### config.mk
export PLATFORM = sky130hd
export DESIGN_NAME = bayer_defect_pixel_correct
export DESIGN_NICKNAME = d
export VERILOG_FILES = /design/src/rtl/core/bdpc_pkg.sv /design/src/rtl/core/bdpc_detect.sv /design/src/rtl/core/bdpc_gradient.sv /design/src/rtl/core/bdpc_choose.sv /design/src/rtl/core/bdpc_output.sv /design/src/rtl/core/bayer_defect_pixel_correct.sv
export SDC_FILE = /design/constraint.sdc
export NUM_CORES = 2
export LEC_CHECK = 0
export BUFFER_PORTS_ARGS = -buffer_cell sky130_fd_sc_hd__clkbuf_2
export CAP_MARGIN = 20
export CORE_MARGIN = 2
export CORE_UTILIZATION = 37
export DETAILED_ROUTE_END_ITERATION = 12
export GPL_ROUTABILITY_DRIVEN = 0
export MAX_ROUTING_LAYER = met4
export SLEW_MARGIN = 20
export SYNTH_ARGS = -nofsm -noshare
export SYNTH_HDL_FRONTEND = slang
export SYNTH_SLANG_ARGS = --single-unit
### constraint.sdc
create_clock -name clk -period 20.1 [get_ports clk]
set_clock_uncertainty 0.1 [all_clocks]
set_input_delay 6.03 -clock clk [delete_from_list [all_inputs] [get_ports clk]]
set_output_delay 6.03 -clock clk [all_outputs]
set_load 0.03 [all_outputs]
### src/rtl/core/bdpc_pkg.sv
package bdpc_pkg;

  // Pixel width of the RAW stream
  localparam int PIXEL_BITS  = 16;
  localparam int THRESH_BITS = 16;

  // Width at which a neighbour difference is compared with the threshold
  localparam int CMP_BITS  = (PIXEL_BITS > THRESH_BITS) ? PIXEL_BITS : THRESH_BITS;
  // Sum of two pixels, and |2c - a - b|, both fit in one extra bit
  localparam int PAIR_BITS = PIXEL_BITS + 1;
  localparam int GRAD_BITS = PIXEL_BITS + 1;
  // Sum of the four cross neighbours
  localparam int CROSS_BITS = PIXEL_BITS + 2;

  // Configuration register indexes
  localparam int CFG_INDEX_BITS = 1;
  localparam logic [CFG_INDEX_BITS-1:0] REG_THRESHOLD    = 1'b0;
  localparam logic [CFG_INDEX_BITS-1:0] REG_CORRECT_MODE = 1'b1;

  // Replacement modes
  localparam logic MODE_MEAN     = 1'b0;
  localparam logic MODE_GRADIENT = 1'b1;

  typedef logic [PIXEL_BITS-1:0]  pix_t;
  typedef logic [THRESH_BITS-1:0] thresh_t;
  typedef logic [PAIR_BITS-1:0]   pair_t;
  typedef logic [GRAD_BITS-1:0]   grad_t;
  typedef logic [CROSS_BITS-1:0]  cross_t;

  // Input word: one window
  typedef struct packed {
    pix_t center;
    pix_t up_left;
    pix_t up;
    pix_t up_right;
    pix_t left;
    pix_t right;
    pix_t down_left;
    pix_t down;
    pix_t down_right;
    logic at_border;
  } bdpc_in_t;

  // Output word
  typedef struct packed {
    pix_t corrected;
    logic defect_found;
  } bdpc_out_t;

  // After detection: defect flag and the four pair sums
  typedef struct packed {
    pix_t  center;
    logic  defect;
    pair_t sum_v;
    pair_t sum_h;
    pair_t sum_l;
    pair_t sum_r;
  } bdpc_s1_t;

  // After gradients
  typedef struct packed {
    pix_t   center;
    logic   defect;
    pair_t  sum_v;
    pair_t  sum_h;
    pair_t  sum_l;
    pair_t  sum_r;
    grad_t  grad_v;
    grad_t  grad_h;
    grad_t  grad_l;
    grad_t  grad_r;
    cross_t sum_cross;
  } bdpc_s2_t;

  // After direction choice
  typedef struct packed {
    pix_t   center;
    logic   defect;
    pair_t  sum_best;
    cross_t sum_cross;
  } bdpc_s3_t;

endpackage

### src/rtl/core/bdpc_detect.sv
module bdpc_detect
  import bdpc_pkg::*;
(
  input  logic     clk,
  input  logic     rst,
  input  thresh_t  threshold,
  input  logic     in_valid,
  output logic     in_ready,
  input  bdpc_in_t in_data,
  output logic     out_valid,
  input  logic     out_ready,
  output bdpc_s1_t out_data
);

  pix_t       nbr [8];
  logic [7:0] exceed;
  bdpc_s1_t   data_next;

  assign nbr[0] = in_data.up_left;
  assign nbr[1] = in_data.up;
  assign nbr[2] = in_data.up_right;
  assign nbr[3] = in_data.left;
  assign nbr[4] = in_data.right;
  assign nbr[5] = in_data.down_left;
  assign nbr[6] = in_data.down;
  assign nbr[7] = in_data.down_right;

  // Absolute difference to each neighbour against the threshold
  always_comb begin
    pix_t diff;
    for (int i = 0; i < 8; i++) begin
      diff = (nbr[i] > in_data.center) ? (nbr[i] - in_data.center)
                                       : (in_data.center - nbr[i]);
      exceed[i] = CMP_BITS'(diff) > CMP_BITS'(threshold);
    end
  end

  // Defect flag and pair sums for the later stages
  always_comb begin
    data_next.center = in_data.center;
    data_next.defect = !in_data.at_border && (&exceed);
    data_next.sum_v  = PAIR_BITS'(in_data.up) + PAIR_BITS'(in_data.down);
    data_next.sum_h  = PAIR_BITS'(in_data.left) + PAIR_BITS'(in_data.right);
    data_next.sum_l  = PAIR_BITS'(in_data.up_left) + PAIR_BITS'(in_data.down_right);
    data_next.sum_r  = PAIR_BITS'(in_data.up_right) + PAIR_BITS'(in_data.down_left);
  end

  assign in_ready = !out_valid || out_ready;

  always_ff @(posedge clk) begin
    if (rst) begin
      out_valid <= 1'b0;
    end else if (in_ready) begin
      out_valid <= in_valid;
    end
  end

  always_ff @(posedge clk) begin
    if (in_valid && in_ready) begin
      out_data <= data_next;
    end
  end

  // A border window never comes out flagged
  a_border_pass: assert property (@(posedge clk) disable iff (rst)
    (in_valid && in_ready && in_data.at_border) |=> (out_valid && !out_data.defect))
    else $error("border window flagged as defective");

endmodule

### src/rtl/core/bdpc_gradient.sv
module bdpc_gradient
  import bdpc_pkg::*;
(
  input  logic     clk,
  input  logic     rst,
  input  logic     in_valid,
  output logic     in_ready,
  input  bdpc_s1_t in_data,
  output logic     out_valid,
  input  logic     out_ready,
  output bdpc_s2_t out_data
);

  pair_t    two_c;
  bdpc_s2_t data_next;

  // |2c - (a + b)| for one pair
  function automatic grad_t grad_of(pair_t twice, pair_t pair_sum);
    return (twice >= pair_sum) ? (twice - pair_sum) : (pair_sum - twice);
  endfunction

  assign two_c = {in_data.center, 1'b0};

  always_comb begin
    data_next.center    = in_data.center;
    data_next.defect    = in_data.defect;
    data_next.sum_v     = in_data.sum_v;
    data_next.sum_h     = in_data.sum_h;
    data_next.sum_l     = in_data.sum_l;
    data_next.sum_r     = in_data.sum_r;
    data_next.grad_v    = grad_of(two_c, in_data.sum_v);
    data_next.grad_h    = grad_of(two_c, in_data.sum_h);
    data_next.grad_l    = grad_of(two_c, in_data.sum_l);
    data_next.grad_r    = grad_of(two_c, in_data.sum_r);
    data_next.sum_cross = CROSS_BITS'(in_data.sum_v) + CROSS_BITS'(in_data.sum_h);
  end

  assign in_ready = !out_valid || out_ready;

  always_ff @(posedge clk) begin
    if (rst) begin
      out_valid <= 1'b0;
    end else if (in_ready) begin
      out_valid <= in_valid;
    end
  end

  always_ff @(posedge clk) begin
    if (in_valid && in_ready) begin
      out_data <= data_next;
    end
  end

endmodule

### src/rtl/core/bdpc_choose.sv
module bdpc_choose
  import bdpc_pkg::*;
(
  input  logic     clk,
  input  logic     rst,
  input  logic     in_valid,
  output logic     in_ready,
  input  bdpc_s2_t in_data,
  output logic     out_valid,
  input  logic     out_ready,
  output bdpc_s3_t out_data
);

  grad_t    grad_a;
  grad_t    grad_b;
  pair_t    sum_a;
  pair_t    sum_b;
  bdpc_s3_t data_next;

  // Smallest gradient, earlier direction wins a tie:
  // vertical vs horizontal, left vs right diagonal, then the two winners
  always_comb begin
    if (in_data.grad_h < in_data.grad_v) begin
      grad_a = in_data.grad_h;
      sum_a  = in_data.sum_h;
    end else begin
      grad_a = in_data.grad_v;
      sum_a  = in_data.sum_v;
    end
    if (in_data.grad_r < in_data.grad_l) begin
      grad_b = in_data.grad_r;
      sum_b  = in_data.sum_r;
    end else begin
      grad_b = in_data.grad_l;
      sum_b  = in_data.sum_l;
    end
    data_next.center    = in_data.center;
    data_next.defect    = in_data.defect;
    data_next.sum_best  = (grad_b < grad_a) ? sum_b : sum_a;
    data_next.sum_cross = in_data.sum_cross;
  end

  assign in_ready = !out_valid || out_ready;

  always_ff @(posedge clk) begin
    if (rst) begin
      out_valid <= 1'b0;
    end else if (in_ready) begin
      out_valid <= in_valid;
    end
  end

  always_ff @(posedge clk) begin
    if (in_valid && in_ready) begin
      out_data <= data_next;
    end
  end

endmodule

### src/rtl/core/bdpc_output.sv
module bdpc_output
  import bdpc_pkg::*;
(
  input  logic      clk,
  input  logic      rst,
  input  logic      correct_mode,
  input  logic      in_valid,
  output logic      in_ready,
  input  bdpc_s3_t  in_data,
  output logic      out_valid,
  input  logic      out_ready,
  output bdpc_out_t out_data
);

  cross_t    pair_round;
  pix_t      replacement;
  bdpc_out_t data_next;

  // Rounded pair average or floor of the cross mean
  assign pair_round = CROSS_BITS'(in_data.sum_best) + CROSS_BITS'(1);

  always_comb begin
    if (correct_mode == MODE_MEAN) begin
      replacement = in_data.sum_cross[CROSS_BITS-1:2];
    end else begin
      replacement = pair_round[PIXEL_BITS:1];
    end
    data_next.corrected    = in_data.defect ? replacement : in_data.center;
    data_next.defect_found = in_data.defect;
  end

  assign in_ready = !out_valid || out_ready;

  always_ff @(posedge clk) begin
    if (rst) begin
      out_valid <= 1'b0;
    end else if (in_ready) begin
      out_valid <= in_valid;
    end
  end

  always_ff @(posedge clk) begin
    if (in_valid && in_ready) begin
      out_data <= data_next;
    end
  end

endmodule

### src/rtl/core/bayer_defect_pixel_correct.sv
// Defective pixel correction for one Bayer 5x5 window per word. A new word is
// taken on every clock while the stream is not held back by the output:
// four register stages (neighbour differences and pair sums, second-order
// gradients, minimum-gradient choice, replacement and output register) each
// hold a valid bit and stall only when the stage ahead is full, so a held
// output backs the stream up without losing or repeating a word and bubbles
// close up. threshold and correct_mode are written through the cfg channel,
// which is always ready; write them only while no word is in flight.
module bayer_defect_pixel_correct
  import bdpc_pkg::*;
(
  input  logic                      clk,
  input  logic                      rst,
  input  logic                      in_valid,
  output logic                      in_ready,
  input  bdpc_in_t                  in_data,
  output logic                      out_valid,
  input  logic                      out_ready,
  output bdpc_out_t                 out_data,
  input  logic                      cfg_valid,
  output logic                      cfg_ready,
  input  logic [CFG_INDEX_BITS-1:0] cfg_index,
  input  logic [THRESH_BITS-1:0]    cfg_data
);

  thresh_t  threshold;
  logic     correct_mode;

  logic     s1_valid, s1_ready;
  logic     s2_valid, s2_ready;
  logic     s3_valid, s3_ready;
  bdpc_s1_t s1_data;
  bdpc_s2_t s2_data;
  bdpc_s3_t s3_data;

  // Configuration registers
  assign cfg_ready = 1'b1;

  always_ff @(posedge clk) begin
    if (rst) begin
      threshold    <= '0;
      correct_mode <= MODE_GRADIENT;
    end else if (cfg_valid && cfg_ready) begin
      unique case (cfg_index)
        REG_THRESHOLD:    threshold    <= cfg_data;
        REG_CORRECT_MODE: correct_mode <= cfg_data[0];
        default: ;
      endcase
    end
  end

  // Pipeline
  bdpc_detect u_detect (
    .clk       (clk),
    .rst       (rst),
    .threshold (threshold),
    .in_valid  (in_valid),
    .in_ready  (in_ready),
    .in_data   (in_data),
    .out_valid (s1_valid),
    .out_ready (s1_ready),
    .out_data  (s1_data)
  );

  bdpc_gradient u_gradient (
    .clk       (clk),
    .rst       (rst),
    .in_valid  (s1_valid),
    .in_ready  (s1_ready),
    .in_data   (s1_data),
    .out_valid (s2_valid),
    .out_ready (s2_ready),
    .out_data  (s2_data)
  );

  bdpc_choose u_choose (
    .clk       (clk),
    .rst       (rst),
    .in_valid  (s2_valid),
    .in_ready  (s2_ready),
    .in_data   (s2_data),
    .out_valid (s3_valid),
    .out_ready (s3_ready),
    .out_data  (s3_data)
  );

  bdpc_output u_output (
    .clk          (clk),
    .rst          (rst),
    .correct_mode (correct_mode),
    .in_valid     (s3_valid),
    .in_ready     (s3_ready),
    .in_data      (s3_data),
    .out_valid    (out_valid),
    .out_ready    (out_ready),
    .out_data     (out_data)
  );

  // A sink that takes words never stalls the input
  a_no_stall: assert property (@(posedge clk) disable iff (rst)
    out_ready |-> in_ready)
    else $error("input stalled while output is taken");

  // The only source of input stall is a held output word
  a_stall_source: assert property (@(posedge clk) disable iff (rst)
    !in_ready |-> (out_valid && !out_ready))
    else $error("input stalled without output back-pressure");

  // An accepted word lands in the first stage
  a_enter: assert property (@(posedge clk) disable iff (rst)
    (in_valid && in_ready) |=> s1_valid)
    else $error("accepted word lost at pipeline entry");

endmodule

==> summary.txt <==
Route
  – Routed vias/inst: 5.74
  – Avg WL per Cell: 23.2 um
  – Routed WL: 124000 um
  – Iter 0 DRT Violations: 2865
  – Pre-antenna DRT Iters: 6
  – DRC: 0
  – Routed Antenna Nets: 0
  – Via count: 30.6k

Synthesis
  – Main flop type after synthesis: edfxtp_1
  – Post-synth cell types: 89
  – Async SR Flop Fraction: 0
  – Largest cells by area after synthesis: edfxtp_1, ha_1, a21oi_1
  – Post-synth EDFFs: 317
  – Seq/Total Area, Yosys: 0.276
  – Synthesized flop and latch total: 338
  – Yosys warns: 0
  – Post-Syn Area: 36000 um^2
  – Synth Instances: 3888
  – Mapped Nets: 4712
  – Area share of the largest cell type after synthesis: 0.265
  – Cell accounting for the most synthesized area: edfxtp_1
  – Syn Area/Cell: 9.25 um^2

Clock tree
  – TritonCTS buffer count: 40
  – Clock transition at path regs: 0.06 ns
  – CTS max path bufs: 3
  – TritonCTS clock tree: done
  – CTS Root Cell: clkbuf_16
  – Post-CTS Setup Bufs: 0
  – Clk sink count: 338
  – CTS Hold Bufs: 0
  – # H-tree levels: 2
  – CTS resizes: 0
  – Insertion delay to the later sink of the worst-skew pair: 0.59 ns

STA
  – WHS: 0.318 ns
  – Period utilization: 0.662
  – Max-slew violation count: 0
  – Setup TNS: 0 ns
  – F_max: 0.0752 GHz
  – Final Hold Vio Count: 0
  – Tmin final: 13.31 ns
  – Final Setup Violations: 0
  – Worst-margin pin slew: 1.05 ns
  – Rel. slew slack: 0.298
  – RSZ-0062 raised after global routing: false

Critical path
  – CP peak stage delay: 0.39 ns
  – Critical Path Start Type: input pin
  – Critical Path End Type: output port
  – CP required: 13.97 ns
  – CP dominant cell by count: clkbuf_2
  – Arr. time, crit path: 7.18 ns
  – Crit-path cells: clkbuf_2, nor2b_1, and3_1, nand2_1, clkbuf_2
  – Crit Path Max Fanout: 5
  – WS Path Type: in -> out
  – Worst path slowest cell: and3_1

Global route
  – Met2 GRT Util: 0.380
  – Vias in the first global route: 28.6k
  – First-pass GRT wire length: 180000 um
  – Maximum number of pins on one net before global-route repair: 166
  – Total GRT Usage: 0.250
  – Gr ovfl total: 0
  – Initial antenna violation count: 13
  – GR Layer Usage met3: 0.0364
  – Global routing usage on met1: 0.333
  – GR peak layer: met2

Pwr
  – Power Density: 81.6 nW/um^2
  – P_leak: 18.1 nW
  – Worst VDD drop: 62.8 uV

Finish
  – Syn-to-layout area delta: 9.96%
  – Final Non-Filler Cells: 5328
  – Layout Nets: 4836
  – Register area: 9940 um^2
  – Number of fill cells: 9562
  – Commonest non-fill, non-tap cell in the layout: ha_1
  – Share of layout cells above drive strength 1: 0.0908
  – Multi-input gate area: 24100 um^2
  – Layout Utilization: 0.409
  – Commonest non-fill, non-tap cells in the layout: ha_1, inv_1, a21oi_1, edfxtp_1, a21o_1

Floorplan
  – Die ar.: 99700 um^2
  – Die W: 316 um
  – Core area: 96600 um^2
  – IO Pins: 187
  – Num rows: 114
  – Initial Util: 0.372
  – Die height: 316 um

Run status
  – Status: finished clean

Placed design
  – Port Buffers: 185
  – Placed cells: 5246
  – Final HPWL DP: 96600 um

Hold path
  – Hold Path Class: reg -> reg

Flow run
  – Number of max-cap violations: 0
==> sequential cells by signal, indices dropped and copies added, names as in the netlist, 16 cells and up <==
name	cells
threshold	16
u_choose.out_data	50
u_detect.out_data	85
u_gradient.out_data	165
u_output.out_data	17
==> cell usage after synthesis, types with 15 or more instances <==
| master | number |
|---|---|
| ha_1 | 629 |
| inv_1 | 390 |
| a21oi_1 | 351 |
| edfxtp_1 | 317 |
| a21o_1 | 218 |
| nand2_1 | 218 |
| o21ai_0 | 200 |
| xnor2_1 | 167 |
| nor2_1 | 159 |
| mux2i_1 | 155 |
| clkbuf_1 | 87 |
| xor2_1 | 84 |
| nor2b_1 | 71 |
| nand4_1 | 65 |
| nand3_1 | 57 |
| nor3_1 | 52 |
| mux2_2 | 43 |
| o21a_1 | 42 |
| o21bai_1 | 40 |
| a211oi_1 | 35 |
| a31oi_1 | 32 |
| nand2b_1 | 32 |
| o211ai_1 | 30 |
| a21boi_0 | 28 |
| fa_1 | 28 |
| and2_1 | 25 |
| and3_1 | 25 |
| dfxtp_1 | 21 |
| buf_2 | 19 |
| o31ai_1 | 19 |
| a211o_1 | 17 |
| or2_2 | 16 |
| or3_1 | 15 |
==> power by group <==
part           switching (mW)  internal, mW
clock network           0.313         0.425
registers              0.0800         0.892
logic                   0.896         0.621
total                    1.29          1.94
==> routing by layer <==
layer | part of all wire | wire [um]
met1 | 0.44 | 54700
met4 | 0.045 | 5520
met3 | 0.080 | 9860
met5 | 0 | 0
met2 | 0.43 | 53500
==> worst paths after layout <==
path | start | to | slack [ns] | cells past startpoint
min | u_gradient.out_data[155] | u_choose.out_data[36] | 0.32 | 0
max reg2reg | u_gradient.out_data[54] | u_choose.out_data[18] | 14.41 | 17
min reg2reg | u_gradient.out_data[155] | u_choose.out_data[36] | 0.32 | 0
max | out_ready | in_ready | 6.79 | 5
==> area by class of cell <==
| cell class | instances | area share |
|---|---|---|
| timing repair buffer | 202 | 0.0270 |
| inverter | 391 | 0.0371 |
| clock inverter | 27 | 0.00813 |
| clock buffer | 45 | 0.0258 |
| sequential | 338 | 0.251 |
| multi-input combinational | 3039 | 0.610 |
| tap | 1276 | 0.0404 |
| antenna | 10 | 0.000633 |
==> logic make-up after synthesis <==
family / Yosys count / share of synthesized area
simple gates: 773 / 0.106
xor+xnor: 251 / 0.0611
other cells: 1 / 0.000104
fa+ha+maj: 657 / 0.234
buf+inv: 511 / 0.0551
flops: 338 / 0.276
compound gates: 1158 / 0.209
mux: 199 / 0.0570
==> worst max-delay path, delay by kind of cell <==
family        cells  cell delay [ns]
buf+inv           2             0.27
simple gates      3             0.88
==> per-stage QoR <==
step / instance area [um^2] / power, mW / setup slack, ns
2_1_floorplan: 36000 / 2.03 / 5.68
3_3_place_gp: 38200 / 2.45 / 6.82
3_5_place_dp: 38200 / 2.47 / 6.77
4_1_cts: 39500 / 3.22 / 6.77
5_1_grt: 39500 / 3.42 / 6.66
6_report: 39500 / 3.23 / 6.79
Power figures use the tool's default switching activity.
